$ cat config.mk
export PLATFORM = sky130hd
export DESIGN_NAME = lenient_base64_decoder_unit
export DESIGN_NICKNAME = d
export VERILOG_FILES = /design/src/sv/lb64_pkg.sv /design/src/sv/lb64_out_buf.sv /design/src/sv/lenient_base64_decoder_unit.sv
export SDC_FILE = /design/constraint.sdc
export NUM_CORES = 1
export LEC_CHECK = 0
export BUFFER_PORTS_ARGS = -buffer_cell sky130_fd_sc_hd__buf_2
export CORE_MARGIN = 8
export CORE_UTILIZATION = 30
export DETAILED_ROUTE_END_ITERATION = 16
export GPL_ROUTABILITY_DRIVEN = 0
export GPL_TIMING_DRIVEN = 0
export SETUP_SLACK_MARGIN = 0.3
export SLEW_MARGIN = 20
export SYNTH_ARGS = -nofsm -noshare
export SYNTH_HDL_FRONTEND = slang
export SYNTH_SLANG_ARGS = --single-unit
$ cat constraint.sdc
create_clock -name clk -period 5.2 [get_ports clk]
set_clock_uncertainty 0.1 [all_clocks]
set_input_delay 0.78 -clock clk [delete_from_list [all_inputs] [get_ports clk]]
set_output_delay 0.78 -clock clk [all_outputs]
set_load 0.01 [all_outputs]
$ cat src/sv/lb64_pkg.sv
// shared types, constants and character decode for the lenient base64 decoder
package lb64_pkg;

  localparam int LB64_COUNT_BITS = 16;
  localparam int LB64_CAP_BITS   = 16;
  localparam logic [LB64_CAP_BITS-1:0] LB64_CAP_RESET = 16'hFFFF;

  // alphabet landmarks
  localparam logic [7:0] CH_UPPER_A = 8'h41;
  localparam logic [7:0] CH_UPPER_Z = 8'h5A;
  localparam logic [7:0] CH_LOWER_A = 8'h61;
  localparam logic [7:0] CH_LOWER_Z = 8'h7A;
  localparam logic [7:0] CH_DIGIT_0 = 8'h30;
  localparam logic [7:0] CH_DIGIT_9 = 8'h39;
  localparam logic [7:0] CH_PLUS    = 8'h2B;
  localparam logic [7:0] CH_MINUS   = 8'h2D;
  localparam logic [7:0] CH_SLASH   = 8'h2F;
  localparam logic [7:0] CH_UNDER   = 8'h5F;
  localparam logic [7:0] CH_PAD     = 8'h3D;

  localparam logic [5:0] SEXT_LOWER_BASE = 6'd26;
  localparam logic [5:0] SEXT_DIGIT_BASE = 6'd52;
  localparam logic [5:0] SEXT_62         = 6'd62;
  localparam logic [5:0] SEXT_63         = 6'd63;

  localparam logic [5:0] MASK_LOW4 = 6'h0F;
  localparam logic [5:0] MASK_LOW2 = 6'h03;

  // position inside a quartet of sextets
  localparam logic [1:0] PH_FIRST  = 2'd0;
  localparam logic [1:0] PH_SECOND = 2'd1;
  localparam logic [1:0] PH_THIRD  = 2'd2;
  localparam logic [1:0] PH_FOURTH = 2'd3;

  typedef struct packed {
    logic [7:0] char_in;
    logic       last_char;
  } lb64_in_word_t;

  typedef struct packed {
    logic [7:0]  byte_out;
    logic        byte_valid;
    logic        halted;
    logic [15:0] bytes_so_far;
    logic        end_of_message;
  } lb64_out_word_t;

  typedef struct packed {
    logic       valid;
    logic [5:0] value;
  } lb64_sextet_t;

  // both alphabets; anything else, pad included, is invalid
  function automatic lb64_sextet_t lb64_decode_char(input logic [7:0] ch);
    lb64_sextet_t r;
    logic [7:0]   d;
    r = '{valid: 1'b0, value: 6'd0};
    d = 8'd0;
    if (ch >= CH_UPPER_A && ch <= CH_UPPER_Z) begin
      d = ch - CH_UPPER_A;
      r = '{valid: 1'b1, value: d[5:0]};
    end else if (ch >= CH_LOWER_A && ch <= CH_LOWER_Z) begin
      d = ch - CH_LOWER_A;
      r = '{valid: 1'b1, value: d[5:0] + SEXT_LOWER_BASE};
    end else if (ch >= CH_DIGIT_0 && ch <= CH_DIGIT_9) begin
      d = ch - CH_DIGIT_0;
      r = '{valid: 1'b1, value: d[5:0] + SEXT_DIGIT_BASE};
    end else if (ch == CH_PLUS || ch == CH_MINUS) begin
      r = '{valid: 1'b1, value: SEXT_62};
    end else if (ch == CH_SLASH || ch == CH_UNDER) begin
      r = '{valid: 1'b1, value: SEXT_63};
    end
    return r;
  endfunction

endpackage

$ cat src/sv/lb64_out_buf.sv
// two-entry result buffer: output register plus skid register
module lb64_out_buf
  import lb64_pkg::*;
(
  input  logic           clk,
  input  logic           rst_n,
  input  logic           push,
  input  lb64_out_word_t push_word,
  output logic           full,
  output logic           out_valid,
  input  logic           out_stall,
  output lb64_out_word_t out_word
);

  logic [1:0]     cnt_r, cnt_nxt;
  lb64_out_word_t head_r, skid_r;
  logic           pop;
  logic           head_from_push, head_from_skid, skid_load;

  assign pop       = (cnt_r != 2'd0) && !out_stall;
  assign full      = (cnt_r == 2'd2);
  assign out_valid = (cnt_r != 2'd0);
  assign out_word  = head_r;

  assign head_from_push = push && ((cnt_r == 2'd0) || ((cnt_r == 2'd1) && pop));
  assign head_from_skid = pop && (cnt_r == 2'd2);
  assign skid_load      = push && (cnt_r == 2'd1) && !pop;

  always_comb begin
    cnt_nxt = cnt_r + {1'b0, push} - {1'b0, pop};
  end

  always_ff @(posedge clk) begin
    if (!rst_n) begin
      cnt_r <= 2'd0;
    end else begin
      cnt_r <= cnt_nxt;
    end
  end

  always_ff @(posedge clk) begin
    if (head_from_push) begin
      head_r <= push_word;
    end else if (head_from_skid) begin
      head_r <= skid_r;
    end
    if (skid_load) begin
      skid_r <= push_word;
    end
  end

  a_no_overfill: assert property (@(posedge clk) disable iff (!rst_n)
    cnt_r != 2'd3)
    else $error("result buffer overfilled");

  a_no_push_full: assert property (@(posedge clk) disable iff (!rst_n)
    full |-> !push)
    else $error("push into a full result buffer");

  a_skid_drains: assert property (@(posedge clk) disable iff (!rst_n)
    (full && !out_stall) |=> (out_valid && cnt_r == 2'd1))
    else $error("skid entry lost on drain");

endmodule

$ cat src/sv/lenient_base64_decoder_unit.sv
// top level of the lenient base64 decoder: input register, per-character decode, result buffer
//
// Takes one character per word and returns exactly one result word per character,
// at a sustained rate of one character per clock cycle unless the result buffer is
// full. A character is registered in the input register, is decoded there by a single
// pass of logic (alphabet lookup, quartet phase, byte assembly, counter and cap check),
// and lands in a two-entry result buffer whose output register presents the result.
// in_stall rises only while the input register is holding and the result buffer is
// full; it depends on registers only. Both the standard and the URL-safe alphabets
// decode; invalid characters in the first two quartet positions, and '=' anywhere,
// are skipped; any other invalid character in the third or fourth position halts
// decoding until the word marked last_char, which also clears the decoder state.
// Reaching the byte cap (cfg register, reset 65535, limited to what COUNT_BITS can
// count) halts as well. The cap register is written through cfg_valid/cfg_ready and
// is always ready; write it only while no character is in flight.
module lenient_base64_decoder_unit
  import lb64_pkg::*;
#(
  parameter int COUNT_BITS = LB64_COUNT_BITS
)
(
  input  logic                     clk,
  input  logic                     rst_n,
  // character input
  input  logic                     in_valid,
  output logic                     in_stall,
  input  lb64_in_word_t            in_word,
  // result output
  output logic                     out_valid,
  input  logic                     out_stall,
  output lb64_out_word_t           out_word,
  // byte cap register
  input  logic                     cfg_valid,
  output logic                     cfg_ready,
  input  logic [LB64_CAP_BITS-1:0] cfg_data
);

  // compare width wide enough for both the counter and the cap
  localparam int CMP_BITS = (COUNT_BITS > LB64_CAP_BITS) ? COUNT_BITS : LB64_CAP_BITS;

  // cap register
  logic [LB64_CAP_BITS-1:0] cap_r;

  // input register
  logic          s1_valid_r;
  lb64_in_word_t s1_word_r;

  // decoder state
  logic [1:0]            phase_r, phase_nxt;
  logic [5:0]            held_r, held_nxt;
  logic                  stopped_r, stopped_nxt;
  logic [COUNT_BITS-1:0] count_r, count_nxt;

  logic           accept, push, buf_full;
  lb64_sextet_t   sext;
  lb64_out_word_t res;
  logic           halt_before, emit;
  logic [7:0]     byte_val;
  logic [CMP_BITS-1:0] cnt_ext, cnt_nxt_ext, cap_ext;

  assign cfg_ready = 1'b1;

  always_ff @(posedge clk) begin
    if (!rst_n) begin
      cap_r <= LB64_CAP_RESET;
    end else if (cfg_valid && cfg_ready) begin
      cap_r <= cfg_data;
    end
  end

  // input register advances whenever the buffer has room
  assign push     = s1_valid_r && !buf_full;
  assign in_stall = s1_valid_r && buf_full;
  assign accept   = in_valid && !in_stall;

  always_ff @(posedge clk) begin
    if (!rst_n) begin
      s1_valid_r <= 1'b0;
    end else begin
      s1_valid_r <= accept || (s1_valid_r && !push);
    end
  end

  always_ff @(posedge clk) begin
    if (accept) begin
      s1_word_r <= in_word;
    end
  end

  // cap check: count >= min(cap, counter max) means count >= cap or counter saturated
  assign cap_ext     = CMP_BITS'(cap_r);
  assign cnt_ext     = CMP_BITS'(count_r);
  assign cnt_nxt_ext = CMP_BITS'(count_nxt);

  assign sext        = lb64_decode_char(s1_word_r.char_in);
  assign halt_before = stopped_r || (cnt_ext >= cap_ext) || (&count_r);

  always_comb begin
    phase_nxt   = phase_r;
    held_nxt    = held_r;
    stopped_nxt = stopped_r;
    count_nxt   = count_r;
    emit        = 1'b0;
    byte_val    = 8'd0;
    if (!halt_before) begin
      if (!sext.valid) begin
        // pad is always skipped, other junk only halts late in a quartet
        if (phase_r >= PH_THIRD && s1_word_r.char_in != CH_PAD) begin
          stopped_nxt = 1'b1;
        end
      end else begin
        unique case (phase_r)
          PH_FIRST: begin
            emit = 1'b0;
          end
          PH_SECOND: begin
            emit     = 1'b1;
            byte_val = {held_r, sext.value[5:4]};
          end
          PH_THIRD: begin
            emit     = 1'b1;
            byte_val = {held_r[3:0] & MASK_LOW4[3:0], sext.value[5:2]};
          end
          PH_FOURTH: begin
            emit     = 1'b1;
            byte_val = {held_r[1:0] & MASK_LOW2[1:0], sext.value};
          end
          default: begin
            emit = 1'b0;
          end
        endcase
        held_nxt  = sext.value;
        phase_nxt = phase_r + 2'd1;
        if (emit) begin
          count_nxt = count_r + COUNT_BITS'(1);
        end
      end
    end
  end

  always_comb begin
    res.byte_out       = emit ? byte_val : 8'd0;
    res.byte_valid     = emit;
    res.halted         = stopped_nxt || (cnt_nxt_ext >= cap_ext) || (&count_nxt);
    res.bytes_so_far   = cnt_nxt_ext[15:0];
    res.end_of_message = s1_word_r.last_char;
  end

  // state moves with each decoded character; the last one of a message clears it
  always_ff @(posedge clk) begin
    if (!rst_n) begin
      phase_r   <= PH_FIRST;
      held_r    <= 6'd0;
      stopped_r <= 1'b0;
      count_r   <= '0;
    end else if (push) begin
      if (s1_word_r.last_char) begin
        phase_r   <= PH_FIRST;
        held_r    <= 6'd0;
        stopped_r <= 1'b0;
        count_r   <= '0;
      end else begin
        phase_r   <= phase_nxt;
        held_r    <= held_nxt;
        stopped_r <= stopped_nxt;
        count_r   <= count_nxt;
      end
    end
  end

  lb64_out_buf u_out_buf (
    .clk       (clk),
    .rst_n     (rst_n),
    .push      (push),
    .push_word (res),
    .full      (buf_full),
    .out_valid (out_valid),
    .out_stall (out_stall),
    .out_word  (out_word)
  );

  a_count_steps: assert property (@(posedge clk) disable iff (!rst_n)
    (push && res.byte_valid && !s1_word_r.last_char)
      |=> (count_r == $past(count_r) + COUNT_BITS'(1)))
    else $error("byte counter did not advance with an emitted byte");

  a_message_clears: assert property (@(posedge clk) disable iff (!rst_n)
    (push && s1_word_r.last_char)
      |=> (phase_r == PH_FIRST && count_r == '0 && !stopped_r))
    else $error("decoder state not cleared after end of message");

  a_halted_idle: assert property (@(posedge clk) disable iff (!rst_n)
    (push && halt_before) |-> (!res.byte_valid && count_nxt == count_r))
    else $error("halted decoder produced a byte");

endmodule

=== After elaboration in Yosys (flattened, before gate mapping) ===
Cells that the tools add are included.
Widths: inputs -> output; s select.

* Equal/unequal tests: 11
* Bitwise operators: 0
* $lt $le $gt $ge: 9
* Shift operators: 0
* Add/sub/neg operators: 9
* Mux-type cells: 30
* $mul: 0
* Reduce and logical (&&, ||, !) cells: 36
* Div/mod/pow operators: 0

{| class="wikitable"
|+ Operator list
! operator !! number
|-
| $mux 16 || 4
|-
| $mux 27 || 2
|-
| $mux 7 || 5
|-
| $ge 16x16->1 || 2
|-
| $reduce_and 16->1 || 2
|-
| $eq 8x6->1 const B || 3
|-
| $mux 8 || 3
|-
| $pmux 8 s3 || 1
|-
| $mux 6 || 3
|-
| $add 16x1->16 const B || 1
|-
| $ge 8x7->1 const B || 2
|-
| $le 8x7->1 const B || 2
|-
| $logic_and 1x1->1 || 14
|-
| $sub 6x6->6 const B || 2
|-
| $eq 8x7->1 const B || 1
|-
| $ge 8x6->1 const B || 1
|-
| $le 8x6->1 const B || 1
|-
| $logic_or 1x1->1 || 8
|-
| $mux 1 || 8
|-
| $ne 8x6->1 const B || 1
|-
| $add 6x5->6 const B || 1
|-
| $add 6x6->6 const B || 1
|-
| $eq 2x2->1 const B || 3
|-
| $mux 2 || 3
|-
| 13 further kinds || 21
|}

* Input port bits: 30
* Output and inout bits: 30
* Memory bits (writable): 0
* Memories: 0
* Bits in registers: 107
* Latch bits: 0
* Memory bits (read-only): 0

=== Longest topological paths before layout ===
* Depth in word-level cells: 16
* Depth in mapped cells: 20
* Depth with buffers taken out: 18

=== By module ===
From an unflattened synthesis, not the netlist that was laid out.

* Cells, all modules: 579
* Area, all modules: 6187.2 um^2

{| class="wikitable"
|+ Modules (own cells, without submodules)
! module !! cells an instance !! times used !! area each (um^2)
|-
| lenient_base64_decoder_unit || 480 || 1 || 3997.6
|-
| lb64_out_buf || 99 || 1 || 2189.6
|}

=== Worst setup path before layout ===
OpenSTA, ideal clock, no wires.

* Path kind: register -> register
* Start: register s1_word_r[3] (netlist bit)
* End: register u_out_buf.head_r, in the netlist u_out_buf.out_word[17] (data pin)
* Path buffers: 2
* Slack: 0.862 ns
* Arrival: 3.961 ns
* Stages on the path, launching flop included: 20
* Period minus slack after synthesis: 4.338 ns
* Cell sequence: edfxtp_1 -> inv_1 -> ha_1 -> nor2b_1 -> nor2_1 -> o31a_1 -> o31ai_2 -> or3_1 -> buf_6 -> inv_4 -> buf_4 -> xnor2_1 -> ha_1 -> nand2b_1 -> a211oi_1 -> o22ai_1 -> o41ai_1 -> a31oi_1 -> a2111oi_1 -> a31oi_1

* Longest elaborated chain between the ends: 13
* Elaborated cells on any way between the ends: 32
* Those cells by class: order compare (7); eq/ne (5); mux (11); reduce/logical (9)

{| class="wikitable"
|+ RTL lines
! element !! RTL line !! RTL
|-
| start: declaration || lenient_base64_decoder_unit.sv:46 || <nowiki>lb64_in_word_t s1_word_r;</nowiki>
|-
| start signal: assignment || lenient_base64_decoder_unit.sv:86 || <nowiki>s1_word_r <= in_word;</nowiki>
|-
| parallel branches: the longest is 11 deep, another holds $ge 16x16->1 || - ||
|-
| $logic_or 1x1->1 * || lenient_base64_decoder_unit.sv:144 || <nowiki>res.halted = stopped_nxt || (cnt_nxt_ext >= cap_ext) || (&count_nxt);</nowiki>
|-
| $mux 27 * || lb64_out_buf.sv:42 || <nowiki>if (head_from_push) begin</nowiki>
|-
| end signal: assignment || lb64_out_buf.sv:43 || <nowiki>head_r <= push_word;</nowiki>
|-
| end signal: assignment || lb64_out_buf.sv:45 || <nowiki>head_r <= skid_r;</nowiki>
|-
| end: declaration || lb64_out_buf.sv:16 || <nowiki>lb64_out_word_t head_r, skid_r;</nowiki>
|}

Every way passes the cells marked *.
A chain may end at the register's enable or synchronous reset.

=== Worst setup path after layout ===
* Start: register s1_word_r[2] (netlist bit)
* End: register u_out_buf.head_r, in the netlist u_out_buf.out_word[17] (data pin)

The elaborated chain is that of the path after synthesis.

==> out/metrics.csv <==
stage;metric;value;unit
status;result_of_the_run;finished clean;
cts;number_of_clock_sinks;107;
timing;finalSetupViolCount;0;
cells_and_area;instances_no_fill;935;
routing;wl;14800;um
cts;cts_inserted_buffers;9;
run;max_cap_viol_count;0;
floorplanning;floorplan.rows;51;
placed_design;port_buffers;58;
worst_setup_path;cp-end-kind;flop;
cells_and_area;n_fill_cell;2001;
power_and_ir_drop;leakage;2.94;nW
global_routing;first_global_vias;4563;
floorplanning;die_height;157;um
worst_setup_path;timing.critical_path.buf_inv;4;
yosys;synth.ff_latch_count;107;
timing;fin_hold_ws;352;ps
worst_setup_path;crit_path_cell_trace;buf_4, ha_2, a22oi_2, nor2_1, o31a_1, o31ai_2, or3_1, buf_6, inv_6, buf_12, xnor2_4, ha_1, nand2b_1, a211oi_2, o22ai_2, o41ai_4, a31oi_2, a2111oi_4, a31oi_1;
yosys;post_synth.cell_area_avg;10.2;um^2
cells_and_area;final_net_count;742;
power_and_ir_drop;vdd_ir_drop_max;140;uV
worst_setup_path;worst_path_max_delay_cell;sky130_fd_sc_hd__edfxtp_1;
timing;number_of_pins_exceeding_their_max_slew_limit_in_the_final_report;0;
routing;drt_pass1_iterations;6;
cts;cts_tree;built;
worst_setup_path;critical_path_class;reg -> reg;
floorplanning;design.portCount;60;
routing;vias;4670;
worst_setup_path;critical_path_required;5170;ps
yosys;synth_top_area_cell;sky130_fd_sc_hd__edfxtp_1;
global_routing;global_route.overflow_total;0;
yosys;synth-seq-area-share;0.468;
cts;clock_tree.htree_level_count;3;
routing;drt-vias-per-instance;4.99;
cts;clock_network_latency_to_the_later_pin_of_the_worst_skew_pair;360;ps
cts;clkSlewWorstSetupHoldPaths;80;ps
cells_and_area;antenna_diodes;0;
yosys;yosysWarningCount;0;
worst_setup_path;max_stage_delay;500;ps
routing;postRouteAntennaNets;0;
worst_setup_path;worstSetupStartpointType;flop;
yosys;synth_cells;582;
routing;wl_per_cell;15.9;um
power_and_ir_drop;power_switching_share;0.286;
cells_and_area;multiInputGateArea;2990;um^2
global_routing;grt_use_total;0.124;
timing;worstMarginPinSlew;1170;ps
yosys;synth_top_cell_area_share;0.319;
timing;rsz0062_at_grt;false;
cells_and_area;layout.area.seq;2780;um^2
cells_and_area;area_growth_syn_to_layout;19.6;%
worst_setup_path;worst-r2r-setup-slack;540;ps
yosys;synth_edf_count;63;
placed_design;detailed_place_hpwl;11000;um
yosys;mappedNetlistNets;659;
timing;number_of_hold_slack_violations_in_the_final_timing_report;0;
routing;drt_iter0_drc;367;
timing;fin_crit;4660;ps
power_and_ir_drop;powerDensity;282;nW/um^2
routing;drt_drc_violations_left;0;
power_and_ir_drop;cell_internal_pwr;0.00143;W
cts;cts.path.max_buffers;2;
power_and_ir_drop;power.share.sequential;0.500;
cells_and_area;end_of_flow_core_utilization;0.365;
timing;period_share;0.896;
worst_setup_path;crit_path_max_fanout;10;
placed_design;placed_cells_incl_taps;906;
power_and_ir_drop;pwr-share-clk;0.330;
cts;cts.root.buffer_cell;sky130_fd_sc_hd__clkbuf_16;
yosys;synth_top_flop_cell;sky130_fd_sc_hd__edfxtp_1;
yosys;async_flop_share;0;
hold_path;worst_hold_path_type;reg -> reg;
floorplanning;floorplan.die.width;157;um
timing;maxSlewHeadroom;0.223;
global_routing;grt_antenna_before_repair;0;
yosys;synthDistinctLibCells;74;
floorplanning;fp.dieArea;24500;um^2
timing;timing.fmax;215;MHz
yosys;ys_top_cells_by_area;sky130_fd_sc_hd__edfxtp_1 32%, sky130_fd_sc_hd__dfxtp_1 15%, sky130_fd_sc_hd__ha_1 9.9%;
worst_setup_path;worst_path_dominant_cell_family;compound AO/OA/AOI/OAI gates;
yosys;syn_area;5920;um^2
cts;hold_buffers;0;
global_routing;first_pass_grt_wire_length;24100;um
floorplanning;initial_utilization;0.305;
cells_and_area;layout-drive-gt1-share;0.215;
power_and_ir_drop;power_frac_comb;0.170;
global_routing;pin_count_of_the_biggest_net_entering_global_routing;28;
power_and_ir_drop;total_switching_power;0.000571;W
floorplanning;placeableCoreArea;19400;um^2
worst_setup_path;timing.critical_path.arrival;4630;ps
## layout make-up
class | instances | area share
clock buffer | 10 | 0.0323
sequential | 107 | 0.392
multi-input combinational | 409 | 0.423
tap | 265 | 0.0468
inverter | 40 | 0.0219
timing repair buffer | 72 | 0.0586
buffer | 26 | 0.0189
clock inverter | 6 | 0.00671
## cell usage after synthesis (4+ instances only)
cell type / count
sky130_fd_sc_hd__nand4_1: 11
sky130_fd_sc_hd__o21ai_1: 6
sky130_fd_sc_hd__edfxtp_1: 63
sky130_fd_sc_hd__inv_1: 38
sky130_fd_sc_hd__dfxtp_1: 44
sky130_fd_sc_hd__clkbuf_1: 18
sky130_fd_sc_hd__o211ai_1: 18
sky130_fd_sc_hd__o21ai_0: 16
sky130_fd_sc_hd__ha_1: 47
sky130_fd_sc_hd__a21oi_1: 24
sky130_fd_sc_hd__nor2_1: 44
sky130_fd_sc_hd__nor3_2: 4
sky130_fd_sc_hd__a211oi_1: 7
sky130_fd_sc_hd__and2_1: 4
sky130_fd_sc_hd__nand3_1: 16
sky130_fd_sc_hd__a222oi_1: 7
sky130_fd_sc_hd__nand2_1: 68
sky130_fd_sc_hd__xor2_1: 8
sky130_fd_sc_hd__a21o_1: 4
sky130_fd_sc_hd__and3_1: 5
sky130_fd_sc_hd__a32o_1: 6
sky130_fd_sc_hd__nor3_1: 6
sky130_fd_sc_hd__nor2b_1: 8
sky130_fd_sc_hd__xnor2_1: 6
sky130_fd_sc_hd__a31oi_1: 5
sky130_fd_sc_hd__o31ai_1: 5
sky130_fd_sc_hd__nand2b_1: 7
sky130_fd_sc_hd__a22oi_1: 11
sky130_fd_sc_hd__mux2_2: 9
## repair_timing
action,in CTS,in global routing
pin swaps,0,9
setup buffers,3,10
setup endpoints to repair,2,2
gates resized for setup,7,21
## layer usage
metal / vias up / wire [um] / part of all wire / global-route usage
li1: 2337 / - / - / -
met1: 2211 / 6920 / 0.47 / 0.162
met2: 105 / 6930 / 0.47 / 0.199
met3: 17 / 765 / 0.052 / 0.0251
met4: 0 / 215 / 0.014 / 0.0458
met5: - / 0 / 0 / 0
## registers in the layout, indices dropped and copies added (netlist names), 2 cells and up
register / flops
u_out_buf.cnt_r: 2
u_out_buf.skid_r: 27
u_out_buf.out_word: 27
held_r: 6
phase_r: 2
cnt_ext: 16
cap_ext: 16
s1_word_r: 8
## worst register-to-register path: cells and delay by family, from the launching register on
kind                     cells  cell delay [ps]
AO/OA/AOI/OAI                9             2190
AND/OR/NAND/NOR              3              400
flip-flops                   1              500
adder cells (fa/ha/maj)      2              490
XOR/XNOR                     1              130
buffers and inverters        4              560
## power by group through the flow
| stage | clock network [W] | logic (W) | registers [W] |
|---|---|---|---|
| final | 0.000659 | 0.000340 | 0.000998 |
| after global routing | 0.000708 | 0.000382 | 0.00101 |
| after CTS | 0.000674 | 0.000339 | 0.000999 |
| after detailed placement | 0 | 0.000332 | 0.00102 |
| after global placement | 0 | 0.000323 | 0.00102 |
| after floorplan | 0 | 0.000187 | 0.00104 |
## cell families (layout without fill, tap and decap cells)
logic type	Yosys count	count (layout)	synth area share
AND/OR/NAND/NOR	189	189	0.154
AO/OA/AOI/OAI	143	143	0.181
flip-flops	107	107	0.468
buffers and inverters	66	154	0.0461
adder cells (fa/ha/maj)	47	47	0.0993
XOR/XNOR	16	16	0.0262
multiplexers	13	13	0.0247
other	1	1	0.000633
## cell usage in the layout (no fill, tap or decap), types with 8 or more instances in the layout
cell                        count
sky130_fd_sc_hd__o211ai_1      18
sky130_fd_sc_hd__clkbuf_16      9
sky130_fd_sc_hd__o21ai_0       16
sky130_fd_sc_hd__a22oi_1       10
sky130_fd_sc_hd__mux2_2         9
sky130_fd_sc_hd__xor2_1         8
sky130_fd_sc_hd__edfxtp_1      63
sky130_fd_sc_hd__dfxtp_1       41
sky130_fd_sc_hd__nor2b_1        8
sky130_fd_sc_hd__buf_4         15
sky130_fd_sc_hd__inv_1         36
sky130_fd_sc_hd__nor2_1        43
sky130_fd_sc_hd__nand3_1       16
sky130_fd_sc_hd__clkbuf_1      18
sky130_fd_sc_hd__buf_2         61
sky130_fd_sc_hd__a21oi_1       24
sky130_fd_sc_hd__ha_1          43
sky130_fd_sc_hd__nand2_1       67
sky130_fd_sc_hd__nand4_1       11
## per-stage QoR
step	instance area, um^2	TNS, ps	total power [W]	setup WS (ps)
2_1_floorplan	5920	0	0.00122	862
3_3_place_gp	6540	-374	0.00134	-236
3_5_place_dp	6590	-526	0.00135	-312
4_1_cts	6930	0	0.00201	317
5_1_grt	7090	0	0.00210	298
6_report	7090	0	0.00200	541
## final timing paths
check                               from                               end  cells after the start
setup / recovery  s1_word_r[2]$_DFFE_PP_  u_out_buf.out_word[17]$_DFFE_PP_                     19
hold / removal          res[0]$_DFFE_PP_     u_out_buf.skid_r[0]$_DFFE_PP_                      0
setup reg to reg  s1_word_r[2]$_DFFE_PP_  u_out_buf.out_word[17]$_DFFE_PP_                     19
hold reg to reg         res[0]$_DFFE_PP_     u_out_buf.skid_r[0]$_DFFE_PP_                      0
Note: power is estimated with default switching activity, not from simulation.
